[src/sv/alle_pkg.sv]
// Shared constants and types for the array linked list engine.
// No dependencies; every other file in the project but alle_ram imports this package.
package alle_pkg;

  localparam int MAX_ENTRIES = 16;
  localparam int IDX_W       = $clog2(MAX_ENTRIES);
  localparam int LINK_W      = $clog2(MAX_ENTRIES + 1);

  // Field widths of the request and result beats.
  localparam int CMD_W    = 2;
  localparam int VAL_W    = 32;
  localparam int STATUS_W = 2;
  localparam int SLOT_W   = 4;
  localparam int COUNT_W  = 5;

  // A link equal to the table size marks the end of the list.
  localparam logic [LINK_W-1:0] END_LINK = LINK_W'(MAX_ENTRIES);
  localparam logic [LINK_W-1:0] MAX_CNT  = LINK_W'(MAX_ENTRIES);

  localparam logic [CMD_W-1:0] CMD_INSERT = 2'd0;
  localparam logic [CMD_W-1:0] CMD_SEARCH = 2'd1;
  localparam logic [CMD_W-1:0] CMD_DELETE = 2'd2;

  localparam logic [STATUS_W-1:0] ST_OK        = 2'd0;
  localparam logic [STATUS_W-1:0] ST_FULL      = 2'd1;
  localparam logic [STATUS_W-1:0] ST_NOT_FOUND = 2'd2;

  typedef struct packed {
    logic             any;
    logic [IDX_W-1:0] slot;
  } free_t;

endpackage

[src/sv/alle_if.sv]
// Valid/ready channel interfaces for request and result beats.
// Depends on alle_pkg for the field widths.
interface alle_in_if import alle_pkg::*; ();
  logic                    valid;
  logic                    ready;
  logic [CMD_W-1:0]        cmd;
  logic signed [VAL_W-1:0] value;

  modport source (output valid, cmd, value, input ready);
  modport sink (input valid, cmd, value, output ready);
endinterface

interface alle_out_if import alle_pkg::*; ();
  logic                valid;
  logic                ready;
  logic [STATUS_W-1:0] status;
  logic [SLOT_W-1:0]   slot_index;
  logic [COUNT_W-1:0]  entry_count;

  modport source (output valid, status, slot_index, entry_count, input ready);
  modport sink (input valid, status, slot_index, entry_count, output ready);
endinterface

[src/sv/alle_ram.sv]
// Generic single-write, single-read RAM with a registered read port.
// No dependencies.
module alle_ram #(
  parameter int WIDTH = 32,
  parameter int DEPTH = 16
) (
  input  logic                     clk,
  input  logic                     we,
  input  logic [$clog2(DEPTH)-1:0] waddr,
  input  logic [WIDTH-1:0]         wdata,
  input  logic [$clog2(DEPTH)-1:0] raddr,
  output logic [WIDTH-1:0]         rdata
);

  logic [WIDTH-1:0] mem [DEPTH];

  always_ff @(posedge clk) begin
    if (we) begin
      mem[waddr] <= wdata;
    end
    rdata <= mem[raddr];
  end

endmodule

[src/sv/alle_free_find.sv]
// Priority encoder that finds the lowest-numbered free slot.
// Depends on alle_pkg for the table size and the free_t result type.
module alle_free_find import alle_pkg::*; (
  input  logic [MAX_ENTRIES-1:0] used,
  output free_t                  free
);

  always_comb begin
    free.any  = 1'b0;
    free.slot = '0;
    // Scanning from the top down leaves the lowest free slot in place.
    for (int i = MAX_ENTRIES - 1; i >= 0; i--) begin
      if (!used[i]) begin
        free.any  = 1'b1;
        free.slot = IDX_W'(i);
      end
    end
  end

endmodule

[src/sv/array_linked_list_engine_top.sv]
// Array linked list engine: a singly linked list kept in a table of slots.
// Depends on alle_pkg, alle_if, alle_ram and alle_free_find.
//
// Usage:
//   in_ch carries request beats (cmd, value): insert at tail, search, or
//   delete first match. out_ch carries one result beat per request
//   (status, slot_index, entry_count).
//   Values and links sit in two RAMs with a registered read port. A
//   search or delete walks one list node per cycle, since the link read
//   from the RAM is fed straight back as the next read address.
//   An insert into an empty list, a failed insert, an unknown command, or a
//   search or delete on an empty list goes from S_EXEC straight to S_RESP;
//   an insert behind an existing tail first passes S_LINK to relink the
//   tail; a search or delete walks in S_WALK, examining at most MAX_ENTRIES
//   nodes. One request is in flight at a time, so the next request beat
//   is not taken while an operation runs; it is taken at the earliest
//   the cycle after the result enters the output register. All RAM writes
//   of an operation are done before its result is formed, ahead of the next
//   request's first read, so no forwarding is needed.
//   Reset clears every used bit, empties the list and drops any pending
//   result; no clearing pass is required. If the receiver stalls, the
//   result stays in the output register while the next request is
//   processed; that request then waits for the register to free up.
module array_linked_list_engine_top import alle_pkg::*; (
  input  logic        clk,
  input  logic        rst_n,
  alle_in_if.sink     in_ch,
  alle_out_if.source  out_ch
);

  typedef enum logic [4:0] {
    S_IDLE = 5'b00001,
    S_EXEC = 5'b00010,
    S_WALK = 5'b00100,
    S_LINK = 5'b01000,
    S_RESP = 5'b10000
  } state_t;

  state_t                  state_r, state_nxt;
  logic [MAX_ENTRIES-1:0]  used_r, used_nxt;
  logic [LINK_W-1:0]       head_r, head_nxt;
  logic [LINK_W-1:0]       tail_r, tail_nxt;
  logic [LINK_W-1:0]       length_r, length_nxt;
  logic                    out_valid_r, out_valid_nxt;

  logic [CMD_W-1:0]        cmd_r, cmd_nxt;
  logic [VAL_W-1:0]        val_r, val_nxt;
  logic [IDX_W-1:0]        cur_r, cur_nxt;
  logic [LINK_W-1:0]       prev_r, prev_nxt;
  logic [IDX_W-1:0]        steps_r, steps_nxt;
  logic [IDX_W-1:0]        ins_r, ins_nxt;
  logic [STATUS_W-1:0]     res_status_r, res_status_nxt;
  logic [IDX_W-1:0]        res_slot_r, res_slot_nxt;
  logic [STATUS_W-1:0]     out_status_r, out_status_nxt;
  logic [SLOT_W-1:0]       out_slot_r, out_slot_nxt;
  logic [COUNT_W-1:0]      out_count_r, out_count_nxt;

  logic                    val_we;
  logic [IDX_W-1:0]        val_waddr;
  logic [VAL_W-1:0]        val_wdata;
  logic [VAL_W-1:0]        val_rdata;
  logic                    link_we;
  logic [IDX_W-1:0]        link_waddr;
  logic [LINK_W-1:0]       link_wdata;
  logic [LINK_W-1:0]       link_rdata;
  logic [IDX_W-1:0]        raddr;
  free_t                   free;
  logic                    hit;

  alle_ram #(.WIDTH(VAL_W), .DEPTH(MAX_ENTRIES)) u_val_ram (
    .clk   (clk),
    .we    (val_we),
    .waddr (val_waddr),
    .wdata (val_wdata),
    .raddr (raddr),
    .rdata (val_rdata)
  );

  alle_ram #(.WIDTH(LINK_W), .DEPTH(MAX_ENTRIES)) u_link_ram (
    .clk   (clk),
    .we    (link_we),
    .waddr (link_waddr),
    .wdata (link_wdata),
    .raddr (raddr),
    .rdata (link_rdata)
  );

  alle_free_find u_free_find (
    .used (used_r),
    .free (free)
  );

  assign in_ch.ready        = (state_r == S_IDLE);
  assign out_ch.valid       = out_valid_r;
  assign out_ch.status      = out_status_r;
  assign out_ch.slot_index  = out_slot_r;
  assign out_ch.entry_count = out_count_r;

  // During a walk the RAM data belongs to cur_r.
  assign hit = used_r[cur_r] && (val_rdata == val_r);

  always_comb begin
    state_nxt      = state_r;
    used_nxt       = used_r;
    head_nxt       = head_r;
    tail_nxt       = tail_r;
    length_nxt     = length_r;
    out_valid_nxt  = out_valid_r && !out_ch.ready;
    cmd_nxt        = cmd_r;
    val_nxt        = val_r;
    cur_nxt        = cur_r;
    prev_nxt       = prev_r;
    steps_nxt      = steps_r;
    ins_nxt        = ins_r;
    res_status_nxt = res_status_r;
    res_slot_nxt   = res_slot_r;
    out_status_nxt = out_status_r;
    out_slot_nxt   = out_slot_r;
    out_count_nxt  = out_count_r;
    val_we         = 1'b0;
    val_waddr      = free.slot;
    val_wdata      = val_r;
    link_we        = 1'b0;
    link_waddr     = free.slot;
    link_wdata     = END_LINK;
    raddr          = head_r[IDX_W-1:0];

    case (state_r)
      S_IDLE: begin
        if (in_ch.valid) begin
          cmd_nxt   = in_ch.cmd;
          val_nxt   = in_ch.value;
          state_nxt = S_EXEC;
        end
      end
      S_EXEC: begin
        case (cmd_r)
          CMD_INSERT: begin
            if (length_r >= MAX_CNT || !free.any) begin
              res_status_nxt = ST_FULL;
              res_slot_nxt   = '0;
              state_nxt      = S_RESP;
            end else begin
              val_we             = 1'b1;
              link_we            = 1'b1;
              used_nxt[free.slot] = 1'b1;
              length_nxt         = length_r + 1'b1;
              if (head_r == END_LINK) begin
                head_nxt       = LINK_W'(free.slot);
                tail_nxt       = LINK_W'(free.slot);
                res_status_nxt = ST_OK;
                res_slot_nxt   = free.slot;
                state_nxt      = S_RESP;
              end else begin
                ins_nxt   = free.slot;
                state_nxt = S_LINK;
              end
            end
          end
          CMD_SEARCH, CMD_DELETE: begin
            if (head_r == END_LINK) begin
              res_status_nxt = ST_NOT_FOUND;
              res_slot_nxt   = '0;
              state_nxt      = S_RESP;
            end else begin
              cur_nxt   = head_r[IDX_W-1:0];
              prev_nxt  = END_LINK;
              steps_nxt = '0;
              state_nxt = S_WALK;
            end
          end
          default: begin
            res_status_nxt = ST_OK;
            res_slot_nxt   = '0;
            state_nxt      = S_RESP;
          end
        endcase
      end
      S_LINK: begin
        link_we        = 1'b1;
        link_waddr     = tail_r[IDX_W-1:0];
        link_wdata     = LINK_W'(ins_r);
        tail_nxt       = LINK_W'(ins_r);
        res_status_nxt = ST_OK;
        res_slot_nxt   = ins_r;
        state_nxt      = S_RESP;
      end
      S_WALK: begin
        raddr = link_rdata[IDX_W-1:0];
        if (hit) begin
          res_status_nxt = ST_OK;
          state_nxt      = S_RESP;
          if (cmd_r == CMD_SEARCH) begin
            res_slot_nxt = cur_r;
          end else begin
            res_slot_nxt = '0;
            // Unlink: the predecessor, or the head, takes over our link.
            if (prev_r == END_LINK) begin
              head_nxt = link_rdata;
            end else begin
              link_we    = 1'b1;
              link_waddr = prev_r[IDX_W-1:0];
              link_wdata = link_rdata;
            end
            used_nxt[cur_r] = 1'b0;
            if (length_r != '0) begin
              length_nxt = length_r - 1'b1;
            end
            if (tail_r == LINK_W'(cur_r)) begin
              tail_nxt = prev_r;
            end
          end
        end else if (link_rdata >= END_LINK || steps_r == IDX_W'(MAX_ENTRIES - 1)) begin
          res_status_nxt = ST_NOT_FOUND;
          res_slot_nxt   = '0;
          state_nxt      = S_RESP;
        end else begin
          prev_nxt  = LINK_W'(cur_r);
          cur_nxt   = link_rdata[IDX_W-1:0];
          steps_nxt = steps_r + 1'b1;
        end
      end
      S_RESP: begin
        if (!out_valid_r || out_ch.ready) begin
          out_valid_nxt  = 1'b1;
          out_status_nxt = res_status_r;
          out_slot_nxt   = SLOT_W'(res_slot_r);
          out_count_nxt  = COUNT_W'(length_r);
          state_nxt      = S_IDLE;
        end
      end
      default: begin
        state_nxt = S_IDLE;
      end
    endcase
  end

  always_ff @(posedge clk) begin
    if (!rst_n) begin
      state_r     <= S_IDLE;
      used_r      <= '0;
      head_r      <= END_LINK;
      tail_r      <= END_LINK;
      length_r    <= '0;
      out_valid_r <= 1'b0;
    end else begin
      state_r     <= state_nxt;
      used_r      <= used_nxt;
      head_r      <= head_nxt;
      tail_r      <= tail_nxt;
      length_r    <= length_nxt;
      out_valid_r <= out_valid_nxt;
    end
  end

  always_ff @(posedge clk) begin
    cmd_r        <= cmd_nxt;
    val_r        <= val_nxt;
    cur_r        <= cur_nxt;
    prev_r       <= prev_nxt;
    steps_r      <= steps_nxt;
    ins_r        <= ins_nxt;
    res_status_r <= res_status_nxt;
    res_slot_r   <= res_slot_nxt;
    out_status_r <= out_status_nxt;
    out_slot_r   <= out_slot_nxt;
    out_count_r  <= out_count_nxt;
  end

`ifndef ASSERT_OFF
  a_count_matches_used: assert property (@(posedge clk) disable iff (!rst_n)
    $countones(used_r) == 32'(length_r))
    else $error("list length disagrees with the number of used slots");

  a_head_empty: assert property (@(posedge clk) disable iff (!rst_n)
    (head_r == END_LINK) == (length_r == '0))
    else $error("head pointer and list length disagree on emptiness");

  a_length_bound: assert property (@(posedge clk) disable iff (!rst_n)
    length_r <= MAX_CNT)
    else $error("list length exceeds the table size");

  a_accept_exec: assert property (@(posedge clk) disable iff (!rst_n)
    in_ch.valid && in_ch.ready |=> state_r == S_EXEC)
    else $error("accepted request did not start execution");

  a_resp_loads_out: assert property (@(posedge clk) disable iff (!rst_n)
    state_r == S_RESP && (!out_valid_r || out_ch.ready) |=> out_valid_r)
    else $error("finished result did not reach the output register");
`endif

endmodule

[src/flat_wrapper.sv]
// flat-port wrapper written by rule: the top's interface ports become plain ports
module array_linked_list_engine_top_flat import alle_pkg::*;
  (clk, rst_n, in_ch_valid, in_ch_cmd, in_ch_value, in_ch_ready, out_ch_valid, out_ch_status, out_ch_slot_index, out_ch_entry_count, out_ch_ready);
  alle_in_if in_ch_i ();
  alle_out_if out_ch_i ();
  input  logic clk;
  input  logic rst_n;
  input wire logic [$bits(in_ch_i.valid)-1:0] in_ch_valid;
  input wire logic [$bits(in_ch_i.cmd)-1:0] in_ch_cmd;
  input wire logic [$bits(in_ch_i.value)-1:0] in_ch_value;
  output wire logic [$bits(in_ch_i.ready)-1:0] in_ch_ready;
  output wire logic [$bits(out_ch_i.valid)-1:0] out_ch_valid;
  output wire logic [$bits(out_ch_i.status)-1:0] out_ch_status;
  output wire logic [$bits(out_ch_i.slot_index)-1:0] out_ch_slot_index;
  output wire logic [$bits(out_ch_i.entry_count)-1:0] out_ch_entry_count;
  input wire logic [$bits(out_ch_i.ready)-1:0] out_ch_ready;
  assign in_ch_i.valid = in_ch_valid;
  assign in_ch_i.cmd = in_ch_cmd;
  assign in_ch_i.value = in_ch_value;
  assign in_ch_ready = in_ch_i.ready;
  assign out_ch_valid = out_ch_i.valid;
  assign out_ch_status = out_ch_i.status;
  assign out_ch_slot_index = out_ch_i.slot_index;
  assign out_ch_entry_count = out_ch_i.entry_count;
  assign out_ch_i.ready = out_ch_ready;
  array_linked_list_engine_top u_core (.clk(clk), .rst_n(rst_n), .in_ch(in_ch_i), .out_ch(out_ch_i));
endmodule
[config.mk]
export PLATFORM = sky130hd
export DESIGN_NAME = array_linked_list_engine_top_flat
export DESIGN_NICKNAME = d
export VERILOG_FILES = /design/src/sv/alle_pkg.sv /design/src/sv/alle_if.sv /design/src/sv/alle_ram.sv /design/src/sv/alle_free_find.sv /design/src/sv/array_linked_list_engine_top.sv /design/src/flat_wrapper.sv
export SDC_FILE = /design/constraint.sdc
export NUM_CORES = 1
export LEC_CHECK = 0
export BUFFER_PORTS_ARGS = -buffer_cell sky130_fd_sc_hd__buf_2
export CORE_MARGIN = 3
export CORE_UTILIZATION = 60
export DETAILED_ROUTE_END_ITERATION = 8
export HOLD_SLACK_MARGIN = 0.03
export PLACE_DENSITY = 0.74
export RECOVER_POWER = 50
export SETUP_SLACK_MARGIN = 0.05
export SLEW_MARGIN = 20
export SYNTH_ARGS = -nofsm -noshare
export SYNTH_HDL_FRONTEND = slang
export SYNTH_SLANG_ARGS = --single-unit
[constraint.sdc]
create_clock -name clk -period 5.7 [get_ports clk]
set_input_delay 0.57 -clock clk [delete_from_list [all_inputs] [get_ports clk]]
set_output_delay 0.57 -clock clk [all_outputs]
set_load 0.03 [all_outputs]
* Word level (Yosys, flattened, before mapping) *
Memories as Yosys holds them, arrays and structs flattened. A register that Yosys moved wholly into a read port is not among the register bits.
Cells that the tools add are included.

storage, ports and cells
  bits in latches = 0
  output and inout port bits = 13
  flip-flop bits (word level) = 105
  memories kept = 2
  input port bits = 38
  bits in read-only memories = 0
  memory bits (writable) = 592

operators by class
  reductions and logical operators = 25
  shift operators = 0
  equal/unequal tests = 29
  multiply operators = 0
  bitwise operators = 5
  $add $sub $neg = 3
  order comparisons = 6
  div/mod/pow operators = 0
  muxes and demuxes = 105

memory list
  memory                 depth  bits a word  rd ports  clocked after memory_dff  write ports  line            source
  u_core.u_val_ram.mem   16     32           1         1                         1            alle_ram.sv:15  logic [WIDTH-1:0] mem [DEPTH];
  u_core.u_link_ram.mem  16     5            1         1                         1            alle_ram.sv:15

operator list
  operator                                                                             count
  5-bit 2-to-1 mux                                                                     44
  4-bit 2-to-1 mux                                                                     18
  16-bit 2-to-1 mux                                                                    4
  5-bit one-hot mux with 2 select lines                                                5
  32-bit == test                                                                       1
  16-bit one-hot mux with 2 select lines                                               1
  4-bit one-hot mux with 2 select lines                                                4
  5-bit one-hot mux with 5 select lines                                                1
  16-bit bitwise AND                                                                   1
  16-bit NOT                                                                           1
  16-bit bitwise OR                                                                    1
  5-bit == test, second input constant                                                 3
  1-bit 2-to-1 mux                                                                     15
  5-bit one-hot mux with 3 select lines                                                1
  2-bit by 1-bit != test with 1-bit output, second input constant                      7
  2-bit != test, second input constant                                                 7
  7-bit AND reduction                                                                  2
  4-bit one-hot mux with 3 select lines                                                1
  5-bit greater-or-equal comparator, second input constant                             2
  4-bit by 5-bit less-than comparator with 1-bit output, second input constant         2
  2-bit 2-to-1 mux                                                                     5
  5-bit AND reduction                                                                  2
  1-bit demux with 4-bit select                                                        2
  4-bit by 1-bit greater-or-equal comparator with 1-bit output, second input constant  2
  31 further kinds                                                                     41

* Depth between registers and ports, before layout *
Gate-level depths: netlist of the first run.

  word-level depth = 24
  mapped depth = 12
  gate-level depth less buffers = 9

* Modules after synthesis *
A second synthesis of the first run with hierarchy kept.

second synthesis, totals
  cell total of the unflattened synthesis = 1514
  area total of the unflattened synthesis = 28481.1 sq um

by module, submodules not included
  module                        area each (sq um)  cells each  instances  sequential area each (sq um)
  alle_ram (u_core.u_val_ram)   19835.3            838         1          16015.4
  array_linked_list_engine_top  5268.8             490         1          2782.7
  alle_ram (u_core.u_link_ram)  3213.1             155         1          2502.4
  alle_free_find                163.9              31          1          0.0

* Worst setup path before layout of the first run *
OpenSTA, ideal clock, no wires.

  kind = reg-to-reg
  from = register u_core.state_r[4]
  to = register u_core.used_r[12]
  period minus slack after synthesis = 4.410 ns
  slack = 1.290 ns
  arrival = 4.331 ns
  path buffers = 1
  cell stages (with the launch flop) = 10
  setup time = 0.079 ns
  cell sequence = dfxtp_1 nor2_1 nand3_1 a2111oi_4 nand2_1 or2_0 clkbuf_1 nor3_1 o21ai_0 a21oi_1

between the ends
  longest elaborated chain between the ends = 3
  elaborated cells on any way between the ends = 9

RTL lines
  element                                                                                               line                                 source
  from (decl)                                                                                           array_linked_list_engine_top.sv:39   state_t state_r, state_nxt;
  from (signal assigned)                                                                                array_linked_list_engine_top.sv:247  state_r <= state_nxt;
  5-bit by 3-bit == test with 1-bit output or 5-bit by 2-bit == test with 1-bit output (tied branches)  array_linked_list_engine_top.sv:128  case (state_r)
  2-bit by 1-bit != test with 1-bit output (no line), or another cell as far along                      n/a
  5-bit AND reduction (no line)                                                                         n/a
  to (signal assigned)                                                                                  array_linked_list_engine_top.sv:248  used_r <= used_nxt;
  to (decl)                                                                                             array_linked_list_engine_top.sv:40   logic [MAX_ENTRIES-1:0] used_r, used_nxt;

Parallel ways exist; a longest one is shown, timed or not.
A chain may end at the register's enable or synchronous reset.

* Final worst setup path of the first run *
  from = register u_core.used_r[15]
  to = memory u_core.u_val_ram.mem[6][11] (enable)

between the ends
  longest elaborated chain between the ends = 23

RTL lines
  element                                 line                                 source
  5-bit 2-to-1 mux (*) (16 in a row)      alle_free_find.sv:13                 if (!used[i]) begin
  1-bit logical NOT                       array_linked_list_engine_top.sv:139  if (length_r >= MAX_CNT || !free.any) begin
  1-bit logical OR                        array_linked_list_engine_top.sv:139
  1-bit 2-to-1 mux                        array_linked_list_engine_top.sv:139
  1-bit 2-to-1 mux                        array_linked_list_engine_top.sv:137  case (cmd_r)
  1-bit 2-to-1 mux                        array_linked_list_engine_top.sv:128
  1-bit 2-to-1 mux                        alle_ram.sv:18                       if (we) begin
  1-bit 2-to-1 mux (implied by the code)  alle_ram.sv:19                       mem[waddr] <= wdata;
  to (decl)                               alle_ram.sv:15

Mark *: on every way between the ends. The rest lies on a longest branch, timed or not.

==> results.toml, run 1 <==
[outcome]
status = "finished with violations"
violations = "max-capacitance violations, max-slew violations"

[global_route]
grt_util_met3 = 0.05075
grt_max_degree = 197
gr-total-overflow = 0
use_met2 = 0.4505
grt.total_usage = 0.2778
use_met1 = 0.3868
grt_pass1_wl_mm = 106.9
grt-busiest-layer = "met2"
grt_pass1_vias = 18123
antenna_found_initial = 1

[setup_path]
regToRegStartpoint = "u_core.used_r[15]"
crit_slowest_cell = "clkbuf_1"
setup.worst_path.start = "u_core.used_r[15]"
start_kind = "flip-flop"
crit_path_end_kind = "flip-flop"
worstRegToRegCells = 8
cp_top_family = "simple AND/OR/NAND/NOR gates"
crit_buf_inv = 2
worstPathArrival_ns = 5.11
crit_type = "reg -> reg"
worstPathRequired_ns = 6.00
cp.depth = 8
reg2reg_slack_ns = 0.89
timing.rr.end = "u_core.u_val_ram.mem[6][11]"
worstPathCellList = "nand2b_1, a21oi_1, o311ai_0, a21boi_0, or3_1, nor2_1, clkbuf_1, buf_4"
cpPeakStageDelay_ns = 1.24
crit_fanout = 17
crit_end = "u_core.u_val_ram.mem[6][11]"

[min_path]
hold_path_class = "in -> reg"

[clock_tree]
post_cts_buffers = 0
clockBufferDepth = 3
cts_resized = 0
clock_sinks = 734
cts_tree = "built"
ctsHoldBuffers = 0
clk_latency_ns = 0.62
htree_levels = 3
numCtsBuffers = 71
root_buffer = "clkbuf_16"
clk_pin_slew_ns = 0.06

[detailed_routing]
detail_route.iter0.violations = 2459
wirelength_mm = 70.58
vias_per_cell = 6.321
vias = 18754
drt_pass1_iterations = 6
route.detailed.drc = 0
wl_per_cell_um = 23.79
detail-route-antenna-nets = 0

[final_layout]
fillerInstances = 3298
nets = 2340
syn_to_final_growth_pct = 10.88
insertedDiodeCount = 0
post-route-cell-area_mm2 = 0.03240
drive_above_1_share = 0.08078
final_cells = 2967

[power]
power_leakage_nw = 10.92
p_per_area_mw_per_mm2 = 337.0
totalPowerFinal_mw = 10.92
ir_drop_mv = 0.2874

[logic_synthesis]
synth.distinct_cells = 68
async_flop_share = 0
synth_top_cell_by_area = "edfxtp_1"
syn_avg_cell_area_um2 = 12.85
synth_edf_count = 660
ys_dominant_reg_cell = "edfxtp_1"
yosysTopAreaCellShare = 0.6783
ys_ff_latch = 734
synthCells = 2273
synthesis.area_mm2 = 0.02922
synth.most_common_cell = "edfxtp_1"
syn_nets = 2319
synthTopCellsByArea = "edfxtp_1, nand2_1, nand3_1"
yosys_warnings = 0
synthTopCellsByCount = "edfxtp_1, nand2_1, nand3_1"
ys_seq_area_frac = 0.7290

[timing]
holdWs_ns = 0.1264
worst_slew_margin_rel = -1.210
finalCritPeriodShare = 0.8447
rsz0062_at_grt = "no"
finalSetupViolCount = 0
fmax_ghz = 0.2077
skew_ns = 0.02345
period_minus_slack_ns = 4.815
timing.setup.tns_ns = 0
maxSlewViolCount = 104
worst_pin_slew_ns = 3.315
hold_viol = 0

[die]
die_height_um = 226.7
fp-row-count = 80
core_mm2 = 0.04795
die_x_um = 226.7
die_area_mm2 = 0.05138
initial_core_util = 0.6094
num_io_pins = 51

[place]
port_buffers = 50
dp.final_hpwl_mm = 36.71
gp_congestion = 0.9118
post-place-cells = 2836
place_area_mm2 = 0.03021

[flow_run]
cap_violations = 4
layer usage:
layer | wire length [um] | vias up
li1 | - | 8423
met1 | 27770 | 9217
met2 | 34360 | 963
met3 | 6483 | 149
met4 | 1946 | 2
met5 | 19 | -
report_power, final:
part | internal, mW | switching (mW) | total (mW)
Sequential | 5.95 | 0.0978 | 6.04
Combinational | 0.0792 | 0.175 | 0.255
Clock | 2.64 | 1.98 | 4.62
Total | 8.67 | 2.25 | 10.9
sequential cells by signal, summed over array words and instances, names as in the netlist, 16 cells and up:
register and cells:
u_core.u_link_ram.mem 80, u_core.u_val_ram.mem 512, u_core.u_val_ram.rdata 32, u_core.used_r 16, u_core.val_r 32
logic make-up after synthesis:
logic type	Yosys count	synth area share
AND/OR/NAND/NOR	1068	0.1635
flip-flops	734	0.7290
AO/OA/AOI/OAI	250	0.06394
buffers and inverters	163	0.02240
XOR/XNOR	41	0.01229
multiplexers	9	0.005182
adder cells (fa/ha/maj)	8	0.003683
worst min-delay path by stage:
| stage | from | to | slack, ns | cells after the start |
|---|---|---|---|---|
| after floorplan | u_core.res_slot_r[0] | u_core.out_ch.slot_index[0] | 0.40 | 0 |
| after global placement | u_core.res_slot_r[2] | u_core.out_ch.slot_index[2] | 0.41 | 0 |
| after detailed placement | u_core.res_slot_r[0] | u_core.out_ch.slot_index[0] | 0.40 | 0 |
| after CTS | in_ch_value[30] | u_core.val_r[30] | 0.10 | 1 |
| after global routing | in_ch_value[27] | u_core.val_r[27] | 0.11 | 1 |
| final | in_ch_value[30] | u_core.val_r[30] | 0.13 | 1 |
placed cells by master (no fill, tap or decap), types with 6 or more instances in the layout:
| master | n |
|---|---|
| edfxtp_1 | 660 |
| nand2_1 | 564 |
| nand3_1 | 319 |
| a311oi_1 | 77 |
| dfxtp_1 | 74 |
| clkbuf_16 | 73 |
| clkbuf_1 | 54 |
| nor2b_1 | 50 |
| a31oi_1 | 41 |
| xnor2_1 | 39 |
| a211oi_1 | 39 |
| nor2_1 | 38 |
| o21ai_0 | 36 |
| buf_4 | 27 |
| buf_2 | 20 |
| inv_1 | 19 |
| and2_1 | 18 |
| clkinv_2 | 17 |
| nand4_1 | 14 |
| a21oi_1 | 11 |
| nand2b_1 | 9 |
| clkinv_1 | 9 |
| nor3_1 | 8 |
| o211ai_1 | 8 |
| nor2_4 | 7 |
| ha_1 | 7 |
| buf_12 | 7 |
| and3_1 | 6 |
| nor3_2 | 6 |
worst reg2reg max path, stage by stage (launching register included):
cell and delay [ns]:
dfxtp_1 0.38, nand2b_1 0.12, a21oi_1 0.09, o311ai_0 0.44
a21boi_0 0.26, or3_1 0.59, nor2_1 0.95, clkbuf_1 1.24
buf_4 0.43
layout make-up:
class / count / area, um2 / area share
tap: 615 / 769.5 / 0.02375
clock buffer: 95 / 1939 / 0.05986
timing repair buffer: 89 / 574.3 / 0.01773
sequential: 734 / 21300 / 0.6575
multi-input combinational: 1376 / 7370 / 0.2275
clock inverter: 36 / 350.3 / 0.01081
inverter: 22 / 92.59 / 0.002858
per-stage QoR:
step | setup slack (ns) | utilization
after floorplan | 1.290 | -
after global placement | 1.146 | 0.6296
after detailed placement | 0.9759 | 0.6300
after CTS | 0.8717 | 0.6777
after global routing | 0.5693 | 0.6757
final | 0.8851 | 0.6757
(Power assumes the default switching activity.)
==> inputs of run 2 (changes only) <==
--- a/config.mk
+++ b/config.mk
@@ -5,6 +5,7 @@
 export SDC_FILE = /design/constraint.sdc
 export NUM_CORES = 1
 export LEC_CHECK = 0
+export ABC_AREA = 1
 export BUFFER_PORTS_ARGS = -buffer_cell sky130_fd_sc_hd__buf_2
 export CORE_MARGIN = 3
 export CORE_UTILIZATION = 60
==> constraint.sdc (replaced) <==
create_clock -name clk -period 5 [get_ports clk]
set_input_delay 0.5 -clock clk [delete_from_list [all_inputs] [get_ports clk]]
set_output_delay 0.5 -clock clk [all_outputs]
set_load 0.03 [all_outputs]
==> results.toml, run 2 <==
[logic_synthesis]
ys_dominant_reg_cell = "edfxtp_1"
synth.distinct_cells = 48
ys_ff_latch = 734
synthTopCellsByCount = "edfxtp_1, nor2_1, nand2_1"
synthesis.area_mm2 = 0.02971
ys_seq_area_frac = 0.7169
syn_avg_cell_area_um2 = 12.85
synth_top_cell_by_area = "edfxtp_1"
synth.most_common_cell = "edfxtp_1"
syn_nets = 2358
yosysTopAreaCellShare = 0.6670
synth_edf_count = 660
async_flop_share = 0
synthTopCellsByArea = "edfxtp_1, nor2_1, dfxtp_1"
yosys_warnings = 0
synthCells = 2312

[final_layout]
drive_above_1_share = 0.09155
layout_top_registers = "u_core.u_val_ram.mem (512), u_core.u_link_ram.mem (80)"
final_cell_mix = "edfxtp_1, nor2_1, nand2_1"
fillerInstances = 3311
ff_latch_area_mm2 = 0.02130
largest_reg_flops = 512
final_common_cell = "edfxtp_1"
multi_input_area_mm2 = 0.007515
syn_to_final_growth_pct = 11.29
nets = 2399
final_cells = 3070
regMostFlops = "u_core.u_val_ram.mem"
fin_util = 0.6840
insertedDiodeCount = 0

[timing]
skew_ns = 0.02283
finalCritPeriodShare = 0.8470
timing.setup.tns_ns = 0
worst_pin_slew_ns = 2.016
maxSlewViolCount = 16
worst_slew_margin_rel = -0.3492
finalSetupViolCount = 0
hold_viol = 0
rsz0062_at_grt = "no"
fmax_ghz = 0.2361
period_minus_slack_ns = 4.235

[detailed_routing]
wl_per_cell_um = 21.99
detail-route-antenna-nets = 0
route.detailed.drc = 0
vias_per_cell = 6.124
vias = 18800
drt_pass1_iterations = 6
wirelength_mm = 67.50
detail_route.iter0.violations = 2027

[die]
fp-row-count = 80
num_io_pins = 51
initial_core_util = 0.6146
die_area_mm2 = 0.05223
die_height_um = 228.5
die_x_um = 228.5
core_mm2 = 0.04835

[power]
p_per_area_mw_per_mm2 = 385.4
power_leakage_nw = 11.21
ir_drop_mv = 0.3497

[clock_tree]
root_buffer = "clkbuf_16"
numCtsBuffers = 74
clk_pin_slew_ns = 0.06
cts_tree = "built"
clock_sinks = 734
clk_latency_ns = 0.62
ctsHoldBuffers = 0
cts_resized = 0
clockBufferDepth = 3
post_cts_buffers = 0
htree_levels = 3

[global_route]
grt_pass1_vias = 18388
antenna_found_initial = 2
gr-total-overflow = 0
grt_pass1_wl_mm = 103.4
grt_max_degree = 156
grt.total_usage = 0.2555

[setup_path]
worstPathArrival_ns = 4.50
start_kind = "flip-flop"
crit_type = "reg -> reg"
regToRegStartpoint = "u_core.used_r[15]"
worstRegToRegCells = 18
timing.rr.end = "u_core.u_val_ram.mem[13][3]"
crit_fanout = 18
crit_path_end_kind = "flip-flop"
reg2reg_slack_ns = 0.76
worstPathRequired_ns = 5.26

[outcome]
violations = "max-capacitance violations, max-slew violations"
status = "finished with violations"

[place]
port_buffers = 50
dp.final_hpwl_mm = 37.07
post-place-cells = 2933
gp_congestion = 0.9076

[min_path]
hold_end = "u_core.val_r[4]"
hold_depth = 1
hold_start = "in_ch_value[4]"
hold_path_class = "in -> reg"

[flow_run]
cap_violations = 1
## run 2: layout make-up
cell class / count / share of cell area
inverters: 109 / 0.01279
clock buffers: 99 / 0.06137
well taps: 656 / 0.02482
flip-flops and latches: 734 / 0.6441
repair buffers: 92 / 0.01756
clock inverters: 38 / 0.01211
multi-input cells: 1342 / 0.2272
## run 2: worst max-delay path by stage
stage,cells after the start,endpoint,startpoint
after floorplan,18,u_core.u_val_ram.mem[0][0],u_core.used_r[15]
after global placement,12,u_core.u_link_ram.mem[0][2],u_core.val_r[2]
after detailed placement,14,u_core.u_link_ram.mem[0][4],u_core.val_r[5]
after CTS,14,u_core.u_link_ram.mem[0][4],u_core.val_r[3]
after global routing,18,u_core.u_val_ram.mem[13][3],u_core.used_r[15]
final,18,u_core.u_val_ram.mem[13][3],u_core.used_r[15]
## run 2: critical path: stages (launching register included)
cell     delay, ns
dfxtp_1       0.35
inv_1         0.07
nand2_1       0.04
nand2_1       0.05
nand2_1       0.05
nand2_1       0.05
nand2_1       0.04
nand2_1       0.06
nand2_1       0.05
nand2_1       0.05
nand2_1       0.05
nand2_1       0.05
nand2_1       0.05
nand2_1       0.05
nand2_1       0.11
nand2_1       0.37
nand4_1       0.27
nor2_1        1.55
buf_4         0.56
## run 2: cells by family after synthesis
family,count (synthesis),synth area share
compound gates,462,0.1045
xor+xnor,41,0.01209
fa+ha+maj,8,0.003621
buf+inv,236,0.03306
flops,734,0.7169
mux,73,0.02459
simple gates,758,0.1053
## run 2: through the flow
stage	cell area, um2	hold WS [ns]	power, mW	setup WS, ns
after detailed placement	30740	0.4074	7.391	1.358
after global routing	33070	0.03408	13.10	0.5024
after floorplan	29710	0.4003	7.242	0.07709
after CTS	33170	0.03527	12.80	1.276
final	33070	0.05641	12.75	0.7650
after global placement	30740	0.4036	7.375	1.511
## run 2: layer usage
layer,up-vias,track usage,routed length [um]
met3,160,0.04175,4838
met4,2,0.09688,2248
met2,768,0.4095,31980
li1,8597,-,-
met5,-,0,8
met1,9273,0.3572,28420
## run 2: power by group
group,switching (mW),internal (mW),leakage [nW]
logic,0.223,0.114,3.40
clock network,2.28,3.20,1.19
registers,0.132,6.79,6.62
